`src/rtl/spig_pkg.sv`:
```
// Package for the step pulse item generator: move record, generator state,
// item result types and operation codes. No dependencies.
package spig_pkg;

  localparam logic [1:0] OP_PUSH  = 2'd0;
  localparam logic [1:0] OP_NEXT  = 2'd1;
  localparam logic [1:0] OP_START = 2'd2;
  localparam logic [1:0] OP_FLUSH = 2'd3;

  localparam logic [14:0] HALF_MAX     = 15'h7FFF;
  localparam logic [31:0] HALF_MAX_W   = 32'd32767;
  localparam logic [31:0] TWO_HALF_MAX = 32'd65534;

  // One queued move, packed as it arrives on the request bus
  typedef struct packed {
    logic signed [15:0] add;
    logic [15:0]        count;
    logic [31:0]        interval;
  } move_t;

  // Current move and pending filler
  typedef struct packed {
    logic [31:0]        interval;
    logic [15:0]        steps_left;
    logic signed [15:0] add;
    logic [31:0]        filler;
  } gen_state_t;

  // Outcome of one next operation
  typedef struct packed {
    gen_state_t  nxt;
    logic        pop;
    logic        item_valid;
    logic [14:0] first_duration;
    logic        first_level;
    logic [14:0] second_duration;
  } item_calc_t;

endpackage

```
`src/rtl/spig_move_mem.sv`:
```
// Move queue storage: one write port, one read port with registered data.
// Depends on spig_pkg for the move record.
module spig_move_mem #(
  parameter int unsigned DEPTH = 16,
  parameter int unsigned AW    = 4
) (
  input  logic            clk_i,
  input  logic            we_i,
  input  logic [AW-1:0]   waddr_i,
  input  spig_pkg::move_t wdata_i,
  input  logic            re_i,
  input  logic [AW-1:0]   raddr_i,
  output spig_pkg::move_t rdata_o
);
  import spig_pkg::*;

  move_t mem_q [DEPTH];
  move_t rdata_q;

  always_ff @(posedge clk_i) begin
    if (we_i) begin
      mem_q[waddr_i] <= wdata_i;
    end
  end

  always_ff @(posedge clk_i) begin
    if (re_i) begin
      rdata_q <= mem_q[raddr_i];
    end
  end

  assign rdata_o = rdata_q;

endmodule

```
`src/rtl/spig_item_calc.sv`:
```
// Item arithmetic for a next operation: filler split, move pop and step pulse.
// Depends on spig_pkg for the state and result types.
module spig_item_calc (
  input  spig_pkg::gen_state_t cur_i,
  input  logic [14:0]          high_width_i,
  input  logic                 queue_empty_i,
  input  spig_pkg::move_t      move_i,
  output spig_pkg::item_calc_t res_o
);
  import spig_pkg::*;

  gen_state_t  src;
  logic        do_step;
  logic [31:0] iv;
  logic [31:0] hw_p1;
  logic [31:0] low;
  logic [31:0] rest;
  logic [14:0] dlow;
  logic [31:0] c_rem;

  always_comb begin
    res_o          = '0;
    res_o.nxt      = cur_i;
    src            = cur_i;
    do_step        = 1'b0;
    iv             = '0;
    hw_p1          = {17'd0, high_width_i} + 32'd1;
    low            = '0;
    rest           = '0;
    dlow           = '0;
    c_rem          = cur_i.filler - TWO_HALF_MAX;

    if (cur_i.filler != '0) begin
      // split pending low time into two low durations, carrying any excess to the next item
      res_o.item_valid  = 1'b1;
      res_o.first_level = 1'b0;
      if (cur_i.filler > TWO_HALF_MAX) begin
        res_o.first_duration  = HALF_MAX;
        res_o.second_duration = HALF_MAX;
        res_o.nxt.filler      = c_rem;
        if (c_rem == 32'd1) begin
          res_o.second_duration = HALF_MAX - 15'd1;
          res_o.nxt.filler      = 32'd2;
        end
      end else if (cur_i.filler > HALF_MAX_W) begin
        res_o.first_duration  = HALF_MAX;
        res_o.second_duration = 15'(cur_i.filler - HALF_MAX_W);
        res_o.nxt.filler      = '0;
      end else begin
        res_o.first_duration  = 15'(cur_i.filler - 32'd1);
        res_o.second_duration = 15'd1;
        res_o.nxt.filler      = '0;
      end
    end else if (cur_i.steps_left == '0) begin
      if (!queue_empty_i) begin
        res_o.pop          = 1'b1;
        src.interval       = move_i.interval;
        src.steps_left     = move_i.count;
        src.add            = move_i.add;
        res_o.nxt          = src;
        do_step            = (move_i.count != '0);
      end
    end else begin
      do_step = 1'b1;
    end

    if (do_step) begin
      iv                   = src.interval;
      res_o.nxt.interval   = iv + {{16{src.add[15]}}, src.add};
      res_o.nxt.steps_left = src.steps_left - 16'd1;
      low  = (iv > hw_p1) ? (iv - {17'd0, high_width_i}) : 32'd2;
      dlow = (low > HALF_MAX_W) ? HALF_MAX : low[14:0];
      rest = low - {17'd0, dlow};
      // never leave a single tick behind
      if (rest == 32'd1) begin
        dlow = dlow - 15'd1;
        rest = 32'd2;
      end
      res_o.nxt.filler      = rest;
      res_o.item_valid      = 1'b1;
      res_o.first_duration  = high_width_i;
      res_o.first_level     = 1'b1;
      res_o.second_duration = dlow;
    end
  end

endmodule

```
`src/rtl/step_pulse_item_generator_unit.sv`:
```
// Step pulse item generator: move queue in a synchronous memory, item logic
// and a registered result stage. Depends on spig_pkg, spig_move_mem, spig_item_calc.
// On acceptance the request and the move memory read are registered; the result register
// loads when the request commits, which waits while an earlier result is not yet taken.
// A new request is accepted only once the previous one has committed to the result register.
// The result register lets the next request in while a result waits to be taken.
// Reset: queue empty, current move and filler cleared, high_width 1; memory contents undefined.
module step_pulse_item_generator_unit #(
  parameter int unsigned QUEUE_DEPTH = 16,
  localparam int unsigned QW    = $clog2(QUEUE_DEPTH + 1),
  localparam int unsigned OUT_W = ((31 + QW + 7) / 8) * 8
) (
  input  logic             clk_i,
  input  logic             rst_ni,
  input  logic             cfg_we_i,
  input  logic [14:0]      cfg_wdata_i,    // high_width
  input  logic             s_axis_tvalid,
  output logic             s_axis_tready,
  input  logic [63:0]      s_axis_tdata,   // move_interval[31:0], move_count, move_add
  input  logic [1:0]       s_axis_tuser,   // operation
  output logic             m_axis_tvalid,
  input  logic             m_axis_tready,
  output logic [OUT_W-1:0] m_axis_tdata,   // first_duration, first_level, second_duration,
                                           // queue_free, zero fill
  output logic [1:0]       m_axis_tuser    // accepted, item_valid
);
  import spig_pkg::*;

  localparam int unsigned AW = (QUEUE_DEPTH > 1) ? $clog2(QUEUE_DEPTH) : 1;
  localparam int unsigned PW = $clog2(2 * QUEUE_DEPTH);

  localparam logic ST_IDLE = 1'b0;
  localparam logic ST_EXEC = 1'b1;

  function automatic logic [PW-1:0] ptr_inc(input logic [PW-1:0] p);
    logic [PW-1:0] r;
    r = (p == PW'(2 * QUEUE_DEPTH - 1)) ? '0 : p + PW'(1);
    return r;
  endfunction

  function automatic logic [AW-1:0] ptr_slot(input logic [PW-1:0] p);
    logic [PW-1:0] r;
    r = (p >= PW'(QUEUE_DEPTH)) ? p - PW'(QUEUE_DEPTH) : p;
    return r[AW-1:0];
  endfunction

  function automatic logic [PW-1:0] q_used(input logic [PW-1:0] h, input logic [PW-1:0] t);
    logic [PW:0] r;
    r = (h >= t) ? ({1'b0, h} - {1'b0, t})
                 : ({1'b0, h} + (PW+1)'(2 * QUEUE_DEPTH) - {1'b0, t});
    return r[PW-1:0];
  endfunction

  logic            state_q, state_d;
  logic [1:0]      req_op_q;
  move_t           req_move_q;
  logic [14:0]     high_width_q;
  gen_state_t      cur_q, cur_d;
  logic [PW-1:0]   head_q, head_d, tail_q, tail_d;
  logic            out_valid_q;
  logic [OUT_W-1:0] out_tdata_q, out_tdata_d;
  logic [1:0]      out_tuser_q, out_tuser_d;

  logic            s_accept;
  logic            commit;
  logic            q_full;
  logic            mem_we;
  move_t           mem_rdata;
  item_calc_t      calc;
  logic [PW-1:0]   used_d;
  logic            r_acc, r_valid, r_lvl;
  logic [14:0]     r_d0, r_d1;

  assign s_axis_tready = (state_q == ST_IDLE);
  assign s_accept      = s_axis_tvalid && s_axis_tready;
  assign commit        = (state_q == ST_EXEC) && (!out_valid_q || m_axis_tready);
  assign q_full        = (q_used(head_q, tail_q) == PW'(QUEUE_DEPTH));

  spig_move_mem #(
    .DEPTH (QUEUE_DEPTH),
    .AW    (AW)
  ) u_mem (
    .clk_i   (clk_i),
    .we_i    (mem_we),
    .waddr_i (ptr_slot(head_q)),
    .wdata_i (req_move_q),
    .re_i    (s_accept),
    .raddr_i (ptr_slot(tail_q)),
    .rdata_o (mem_rdata)
  );

  spig_item_calc u_calc (
    .cur_i         (cur_q),
    .high_width_i  (high_width_q),
    .queue_empty_i (head_q == tail_q),
    .move_i        (mem_rdata),
    .res_o         (calc)
  );

  always_comb begin
    cur_d   = cur_q;
    head_d  = head_q;
    tail_d  = tail_q;
    mem_we  = 1'b0;
    r_acc   = 1'b1;
    r_valid = 1'b0;
    r_d0    = '0;
    r_lvl   = 1'b0;
    r_d1    = '0;
    unique case (req_op_q)
      OP_PUSH: begin
        if (q_full) begin
          r_acc = 1'b0;
        end else begin
          mem_we = commit;
          head_d = ptr_inc(head_q);
        end
      end
      OP_NEXT: begin
        cur_d   = calc.nxt;
        r_valid = calc.item_valid;
        r_d0    = calc.first_duration;
        r_lvl   = calc.first_level;
        r_d1    = calc.second_duration;
        if (calc.pop) begin
          tail_d = ptr_inc(tail_q);
        end
      end
      OP_START: begin
        cur_d.steps_left = '0;
        cur_d.filler     = '0;
      end
      OP_FLUSH: begin
        head_d = '0;
        tail_d = '0;
      end
      default: ;
    endcase
    used_d                  = q_used(head_d, tail_d);
    out_tdata_d             = '0;
    out_tdata_d[14:0]       = r_d0;
    out_tdata_d[15]         = r_lvl;
    out_tdata_d[30:16]      = r_d1;
    out_tdata_d[31 +: QW]   = QW'(PW'(QUEUE_DEPTH) - used_d);
    out_tuser_d             = {r_valid, r_acc};
  end

  always_comb begin
    state_d = state_q;
    unique case (state_q)
      ST_IDLE: if (s_accept) state_d = ST_EXEC;
      ST_EXEC: if (commit) state_d = ST_IDLE;
      default: state_d = ST_IDLE;
    endcase
  end

  always_ff @(posedge clk_i or negedge rst_ni) begin
    if (!rst_ni) begin
      state_q      <= ST_IDLE;
      high_width_q <= 15'd1;
      cur_q        <= '0;
      head_q       <= '0;
      tail_q       <= '0;
      out_valid_q  <= 1'b0;
    end else begin
      state_q <= state_d;
      if (cfg_we_i) begin
        high_width_q <= cfg_wdata_i;
      end
      if (commit) begin
        cur_q       <= cur_d;
        head_q      <= head_d;
        tail_q      <= tail_d;
        out_valid_q <= 1'b1;
      end else if (m_axis_tready) begin
        out_valid_q <= 1'b0;
      end
    end
  end

  // hold the request while it is worked on, and load the result on commit
  always_ff @(posedge clk_i) begin
    if (s_accept) begin
      req_op_q   <= s_axis_tuser;
      req_move_q <= move_t'(s_axis_tdata);
    end
    if (commit) begin
      out_tdata_q <= out_tdata_d;
      out_tuser_q <= out_tuser_d;
    end
  end

  assign m_axis_tvalid = out_valid_q;
  assign m_axis_tdata  = out_tdata_q;
  assign m_axis_tuser  = out_tuser_q;

`ifndef SYNTHESIS
  a_no_rw_overlap: assert property (@(posedge clk_i) disable iff (!rst_ni)
    !(mem_we && s_accept))
    else $error("move memory read and write in the same cycle");

  a_queue_bound: assert property (@(posedge clk_i) disable iff (!rst_ni)
    q_used(head_q, tail_q) <= PW'(QUEUE_DEPTH))
    else $error("queue occupancy beyond depth");

  a_refused_push: assert property (@(posedge clk_i) disable iff (!rst_ni)
    (commit && (req_op_q == OP_PUSH) && q_full) |=> $stable(head_q))
    else $error("refused push moved the head");

  a_item_accepted: assert property (@(posedge clk_i) disable iff (!rst_ni)
    (m_axis_tvalid && m_axis_tuser[1]) |-> m_axis_tuser[0])
    else $error("item shown on a refused request");

  a_accept_exec: assert property (@(posedge clk_i) disable iff (!rst_ni)
    s_accept |=> (state_q == ST_EXEC))
    else $error("accepted request not worked on");
`endif

endmodule
```
`config.mk`:
```
export PLATFORM = sky130hd
export DESIGN_NAME = step_pulse_item_generator_unit
export DESIGN_NICKNAME = d
export VERILOG_FILES = /design/src/rtl/spig_pkg.sv /design/src/rtl/spig_move_mem.sv /design/src/rtl/spig_item_calc.sv /design/src/rtl/step_pulse_item_generator_unit.sv
export SDC_FILE = /design/constraint.sdc
export NUM_CORES = 2
export LEC_CHECK = 0
export BUFFER_PORTS_ARGS = -buffer_cell sky130_fd_sc_hd__buf_2
export CAP_MARGIN = 20
export CORE_ASPECT_RATIO = 0.7
export CORE_MARGIN = 2
export CORE_UTILIZATION = 60
export DETAILED_ROUTE_END_ITERATION = 6
export PLACE_DENSITY_LB_ADDON = 0.2
export SYNTH_ARGS = -nofsm -noshare
export SYNTH_HDL_FRONTEND = slang
export SYNTH_SLANG_ARGS = --single-unit
```
`constraint.sdc`:
```
create_clock -name clk_i -period 12.8 [get_ports clk_i]
set_input_delay 0.64 -clock clk_i [delete_from_list [all_inputs] [get_ports clk_i]]
set_output_delay 0.64 -clock clk_i [all_outputs]
set_load 0.05 [all_outputs]
```
**Yosys cells after proc, flatten, opt, wreduce, memory -nomap -nowiden**

Memories as Yosys holds them, arrays and structs flattened. A register that Yosys moved wholly into a read port is not among the register bits.
Index checks and enable logic that the tools add are counted.
W data, S select, Z words.

- Register bits after elaboration: 227
- RAM bits: 1024
- Input bits: 86
- Word-level logic and storage cells: 127
- Memories kept: 1

Memories:

| memory | depth | bits a word | read ports | clocked after memory_dff | write ports | line | text |
|---|---|---|---|---|---|---|---|
| u_mem.mem_q | 16 | 64 | 1 | 1 | 1 | spig_move_mem.sv:17 | `move_t mem_q [DEPTH];` |

- $add $sub $neg: 20
- Magnitude comparators: 8
- Equality and inequality tests: 15
- Muxes and demuxes: 48
- Bitwise gates (word level): 3
- Reduce and logical (&&, ||, !) cells: 15

Operators with widths:

| cell | count |
|---|---|
| $mux W32 | 8 |
| $mux W64 | 4 |
| $mux W97 | 2 |
| $mux W15 | 6 |
| $eq A32 B1 Y1 const B | 2 |
| $gt A32 B15 Y1 const B | 2 |
| $pmux W32 S2 | 1 |
| $sub A32 B15 Y32 | 2 |
| $mux W48 | 1 |
| $add A32 B32 Y32 | 1 |
| $gt A32 B16 Y1 const B | 1 |
| $gt A32 B32 Y1 | 1 |
| $pmux W16 S2 | 1 |
| $reduce_bool A32 Y1 | 1 |
| $sub A32 B16 Y32 const B | 1 |
| $mux W5 | 6 |
| $sub A15 B1 Y15 const B | 2 |
| $add A5 B1 Y5 const B | 4 |
| $pmux W5 S2 | 2 |
| $sub A5 B5 Y5 | 4 |
| $add A15 B1 Y16 const B | 1 |
| $logic_not A16 Y1 | 1 |
| $reduce_bool A16 Y1 | 1 |
| $sub A16 B1 Y16 const B | 1 |
| 25 further kinds | 53 |

**Longest topological paths before layout**

- Depth in word-level cells: 13
- Gate-level depth with buffers: 50
- Mapped depth without buffers: 36

**By module**

From an unflattened synthesis, not the netlist that was laid out.

- Cell total of the unflattened synthesis: 3645
- Area total of the unflattened synthesis: 57671.6 um2

Modules (own cells, without submodules):

| module | times used | cells an instance | area an instance (um2) |
|---|---|---|---|
| spig_move_mem | 1 | 1647 | 40222.3 |
| step_pulse_item_generator_unit | 1 | 647 | 8959.8 |
| spig_item_calc | 1 | 1351 | 8489.4 |

**Worst setup path before layout**

Ideal clock, no wire load.

- Path kind: reg-to-reg
- From: reg tail_q[3]
- To: reg out_tdata_q[27] (netlist: m_axis_tdata[27]), data pin
- Arrival time: 10.875 ns
- Slack: 1.663 ns
- Stages on the path, launching flop included: 48
- Cell sequence: dfrtp_1 inv_1 clkbuf_1 buf_1 ha_1 and4_1 and2_2 or3_4 nor2_2 buf_8 buf_6 clkbuf_1 clkbuf_1 buf_1 buf_1 nand2_1 nand2_1 ha_1 [12 not listed] buf_6 clkbuf_8 a21oi_1 inv_1 ha_1 and2_2 and3_1 nand3_1 nor4_1 or3_1 a21oi_1 a2111oi_4 o311ai_1 nor4_4 nand4_1 o31ai_1 nor3b_1 o21ai_1

- Cells in the longest elaborated chain, start to end: 12

RTL lines:

| element | line | text |
|---|---|---|
| start: declaration | step_pulse_item_generator_unit.sv:59 | `logic [PW-1:0] head_q, head_d, tail_q, tail_d;` |
| start signal: assignment | step_pulse_item_generator_unit.sv:173 | `tail_q <= tail_d;` |
| $eq A5 B5 Y1 * | step_pulse_item_generator_unit.sv:95 | `.queue_empty_i (head_q == tail_q),` |
| $mux W64 | spig_item_calc.sv:55 | `if (!queue_empty_i) begin` |
| $mux W64 | spig_item_calc.sv:54 | `end else if (cur_i.steps_left == '0) begin` |
| $mux W64 | spig_item_calc.sv:33 | `if (cur_i.filler != '0) begin` |
| $sub A32 B15 Y32 or $gt A32 B32 Y1 (tied branches) | spig_item_calc.sv:71 | `low = (iv > hw_p1) ? (iv - {17'd0, high_width_i}) : 32'd2;` |
| $mux W32 | spig_item_calc.sv:71 |  |
| $gt A32 B15 Y1 | spig_item_calc.sv:72 | `dlow = (low > HALF_MAX_W) ? HALF_MAX : low[14:0];` |
| $mux W15 | spig_item_calc.sv:72 |  |
| $sub A32 B15 Y32 | spig_item_calc.sv:73 | `rest = low - {17'd0, dlow};` |
| $eq A32 B1 Y1 | spig_item_calc.sv:75 | `if (rest == 32'd1) begin` |
| $mux W15 | spig_item_calc.sv:75 |  |
| $mux W32 * | spig_item_calc.sv:67 | `if (do_step) begin` |
| end signal: assignment | step_pulse_item_generator_unit.sv:188 | `out_tdata_q <= out_tdata_d;` |
| end: declaration | step_pulse_item_generator_unit.sv:61 | `logic [OUT_W-1:0] out_tdata_q, out_tdata_d;` |

Mark *: on every way between the ends. The rest lies on a longest branch, timed or not.
A chain may end at the register's enable or synchronous reset.

**Final worst setup path**

- From: reg cur_q[8] in the netlist's numbering
- To: reg out_tdata_q[28] (netlist: m_axis_tdata[28]), data pin

- Cells in the longest elaborated chain, start to end: 10

RTL lines:

| element | line | text |
|---|---|---|
| start: declaration | step_pulse_item_generator_unit.sv:58 | `gen_state_t cur_q, cur_d;` |
| start signal: assignment | step_pulse_item_generator_unit.sv:171 | `cur_q <= cur_d;` |
| $reduce_bool A32 Y1 | spig_item_calc.sv:33 |  |
| $mux W64 | spig_item_calc.sv:33 |  |
| $sub A32 B15 Y32 or $gt A32 B32 Y1 (tied branches) | spig_item_calc.sv:71 |  |
| $mux W32 | spig_item_calc.sv:71 |  |
| $gt A32 B15 Y1 | spig_item_calc.sv:72 |  |
| $mux W15 | spig_item_calc.sv:72 |  |
| $sub A32 B15 Y32 | spig_item_calc.sv:73 |  |
| $eq A32 B1 Y1 | spig_item_calc.sv:75 |  |
| $mux W15 | spig_item_calc.sv:75 |  |
| $mux W32 * | spig_item_calc.sv:67 |  |

Marked as above.

==> summary.md <==
| Metric | Value |
|---|---|
| Status | `complete, no violations` |
| Top cell type by total area after synthesis | `edfxtp_1` |
| Cell area after synthesis | `between 50,000 and 60,000 µm²` |
| Cells after synthesis | `3,593` |
| CP most frequent cell | `nor4_1` |
| Min-delay worst type | `primary input to flop` |
| Initial drt markers | `4,180` |
| Routed len/inst | `29.4 µm` |
| Number of max-cap violations | `0` |
| Fin Setup TNS | `0 ns` |
| Post-CTS Setup Repair Bufs | `0` |
| Startpoint types | `flop` |
| I/O pin count | `130` |
| CTS tree | `done` |
| Post-synthesis sequential area ratio | `0.673` |
| Final worst-path cycle share | `0.907` |
| Critical path endpoint category | `flop` |
| Max incr delay on CP | `0.84 ns` |
| Routed WL | `149,000 µm` |
| Number of input and output port buffers inserted | `125` |
| Wl on met1 | `62,900 µm` |
| Worst r2r src | `cur_q[8]$_DFFE_PN0P_` |
| Psw | `about 4.0 mW` |
| CP required | `roughly 13 ns` |
| Skew final | `0.0576 ns` |
| Synth Area in Simple Gates | `0.0742` |
| Skew-Pair Late Insertion Delay | `0.75 ns` |
| Post-synth EDFFs | `1,192` |
| Hold Crit Start | `s_axis_tdata[52]` |
| Fin. max-slew vios | `0` |
| Worst R2R End | `m_axis_tdata[28]$_SDFFCE_PN0P_` |
| Leakage | `21.6 nW` |
| Post-synthesis async set-or-reset flop share | `0.0935` |
| CTS buffer count | `117` |
| Clock transition at path regs | `approximately 0.07 ns` |
| Register share of total power | `0.429` |
| Main combinational cell family by area after synthesis | `multiplexers` |
| Area of the multi-input gates | `17,900 µm²` |
| Clock Sinks | `1,315` |
| Slew headroom | `0.247` |
| Vias | `about 34,000` |
| Post-CTS Resized | `0` |
| Clock group share of total power | `0.298` |
| Most frequent cells after synthesis | `1,192 x edfxtp_1, 329 x nand2_1, 320 x mux4_2` |
| Reg2reg path depth | `33` |
| RD Place Congestion | `0.964` |
| Fmax | `0.0862 GHz` |
| Xor and xnor area share after synthesis | `0.0192` |
| Hold Path Cell Cnt | `1` |
| Worst EP arrival | `12.09 ns` |
| Register bit total from synthesis | `between 1,000 and 1,500` |
| CTS H-tree lvls | `3` |
| Multiplexer share of the synthesized area | `0.133` |
| Critical Path Fanout Max | `29` |
| Comb power frac | `0.272` |
| Most numerous cell in the Yosys netlist | `edfxtp_1` |
| Final setup viols | `0` |
| Core area | `95,700 µm²` |
| Design Area, Final | `63,600 µm²` |
| Count of different cell masters after synthesis | `98` |
| Placement Rows | `95` |
| Worst Max-Slew Pin Slew | `1.13 ns` |
| Vias in the first global route | `33,700` |
| Via/cell ratio | `between 6 and 7` |
| Residual DRC | `0` |
| Routed wl met3 | `between 10,000 and 15,000 µm` |
| Share of the synthesized area in the top cell type | `0.619` |
| DP Area | `59,700 µm²` |
| Die X | `approximately 370 µm` |
| Die ar. | `98,900 µm²` |
| Sequential cell area | `38,900 µm²` |
| Largest net degree at the start of global routing | `158` |
| CTS Buffer Depth | `3` |
| Synth Area in Adders | `0.0217` |
| Synth Area in Compound Gates | `0.0593` |
| Max Used Layer | `met4` |
| Post-DP HPWL | `just under 90,000 µm` |
| Synth top area cells | `edfxtp_1 62%, mux4_2 12%, dfrtp_1 5.3%, nand2_1 2.1%, ha_1 2.0%` |
| Layout cells sized above 1 | `0.203` |
| Pre-Repair DR Iteration Count | `5` |
| CP Class | `flop to flop` |
| Sw Share | `0.338` |
| Pwr dens | `187 nW/µm²` |
| # fillers | `6,308` |
| Final Critical Period | `between 10 and 15 ns` |
| P&R area growth vs syn | `9.98%` |
| Internal power | `7.88 mW` |
| Post-layout nets | `3,904` |
| CTS root buf | `clkbuf_16` |
| Syn avg cell area | `16.1 µm²` |
| Slowest CP cell | `nor4_1` |
| Die span in y | `264 µm` |
| Worst VDD drop | `between 0.15 and 0.2 mV` |
| Hold Path Sink | `req_move_q[52]$_DFFE_PP_` |
| Reg2reg setup slack | `1.19 ns` |
| Yosys warns | `0` |
| Starting Density | `0.604` |
| GRT Residual Overflow | `0` |
| GRT Overall Usage | `0.304` |
| Met2 wire length | `70,400 µm` |
| Initial antenna violation count | `1` |
| Final Power | `11.9 mW` |
| Main synth FF type | `edfxtp_1` |
| Post-DRT Antenna Nets | `0` |
| Final Hold Fails | `0` |
| RSZ-0062 raised after global routing | `no` |
| First-pass GRT wire length | `221,000 µm` |
==> critical path, delay by kind of cell (launching register included) <==
family,cells,cell delay [ns]
flip-flops,1,0.55
AND/OR/NAND/NOR,19,6.82
adder cells (fa/ha/maj),2,0.42
AO/OA/AOI/OAI,8,2.46
buffers and inverters,2,0.63
XOR/XNOR,2,0.49
==> logic make-up (layout without fill, tap and decap cells) <==
family / Yosys count / after routing
flops: 1315 / 1315
simple gates: 880 / 880
compound gates: 552 / 552
mux: 366 / 366
buf+inv: 254 / 481
xor+xnor: 127 / 127
fa+ha+maj: 98 / 98
other cells: 1 / 6
==> cell usage in the layout, fill, tap and decap left out, types with 30 or more instances in the layout <==
cell type / netlist / final
edfxtp_1: 1192 / 1192
nand2_1: 329 / 328
mux4_2: 320 / 320
o21ai_0: 198 / 198
nor2_1: 167 / 166
buf_2: 4 / 125
dfrtp_1: 122 / 119
clkbuf_16: 0 / 118
a21oi_1: 116 / 116
ha_1: 94 / 94
xnor2_1: 89 / 89
inv_1: 76 / 74
nor3_1: 72 / 71
nand3_1: 62 / 62
buf_4: 4 / 56
xor2_1: 38 / 38
a21o_1: 33 / 33
nor4_1: 33 / 30
a22oi_1: 30 / 30
==> registers in the layout, indices dropped and copies added, names as in the netlist, 5 cells and up <==
| signal | flops |
|---|---|
| cur_q | 96 |
| head_q | 5 |
| high_width_q | 15 |
| m_axis_tdata | 36 |
| req_move_q | 64 |
| tail_q | 5 |
| u_mem.mem_q | 1024 |
| u_mem.rdata_o | 64 |
==> final cells by class <==
class / instances / area share
antenna: 2 / 0.0000787
clock buffer: 144 / 0.0485
clock inverter: 78 / 0.0123
inverter: 76 / 0.00453
multi-input combinational: 2027 / 0.281
sequential: 1315 / 0.612
tap: 1261 / 0.0248
timing repair buffer: 183 / 0.0169
==> metal layers <==
metal,GRT usage,vias up
met4,0.0718,0
met1,0.460,17500
met5,0,-
met3,0.0520,241
met2,0.469,1767
li1,-,14400
==> worst max-delay path by stage <==
stage                                                end  slack [ns]                  start
after global placement    m_axis_tdata[28]$_SDFFCE_PN0P_        1.73  tail_q[3]$_DFFE_PN0P_
after floorplan           m_axis_tdata[27]$_SDFFCE_PN0P_        1.66  tail_q[3]$_DFFE_PN0P_
after global routing      m_axis_tdata[28]$_SDFFCE_PN0P_        0.41  tail_q[3]$_DFFE_PN0P_
after detailed placement  m_axis_tdata[28]$_SDFFCE_PN0P_        1.49  tail_q[3]$_DFFE_PN0P_
final                     m_axis_tdata[28]$_SDFFCE_PN0P_        1.19   cur_q[8]$_DFFE_PN0P_
after CTS                 m_axis_tdata[28]$_SDFFCE_PN0P_        1.44  tail_q[3]$_DFFE_PN0P_
==> what timing repair did <==
action,CTS,global route
hold endpoints to repair,6,0
setup endpoints to repair,0,0
hold buffers,1,0
==> power groups by stage <==
| stage | Clock (mW) | Combinational (mW) | Sequential, mW |
|---|---|---|---|
| after floorplan | 0 | 2.22 | 5.18 |
| after global placement | 0 | 3.13 | 5.17 |
| after detailed placement | 0 | 3.13 | 5.19 |
| after CTS | 3.59 | 3.14 | 5.10 |
| after global routing | 3.75 | 3.45 | 5.13 |
| final | 3.55 | 3.24 | 5.11 |
==> through the flow <==
| step | worst slack, ns | cells | utilization | hold slack, ns |
|---|---|---|---|---|
| 2_1_floorplan | 1.66 | 3596 | - | 0.344 |
| 3_3_place_gp | 1.73 | 4858 | 0.624 | 0.466 |
| 3_5_place_dp | 1.49 | 4859 | 0.624 | 0.471 |
| 4_1_cts | 1.44 | 5082 | 0.664 | 0.0265 |
| 5_1_grt | 0.409 | 5084 | 0.664 | 0.0347 |
| 6_report | 1.19 | 5086 | 0.664 | 0.0675 |
Power figures use the tool's default switching activity.
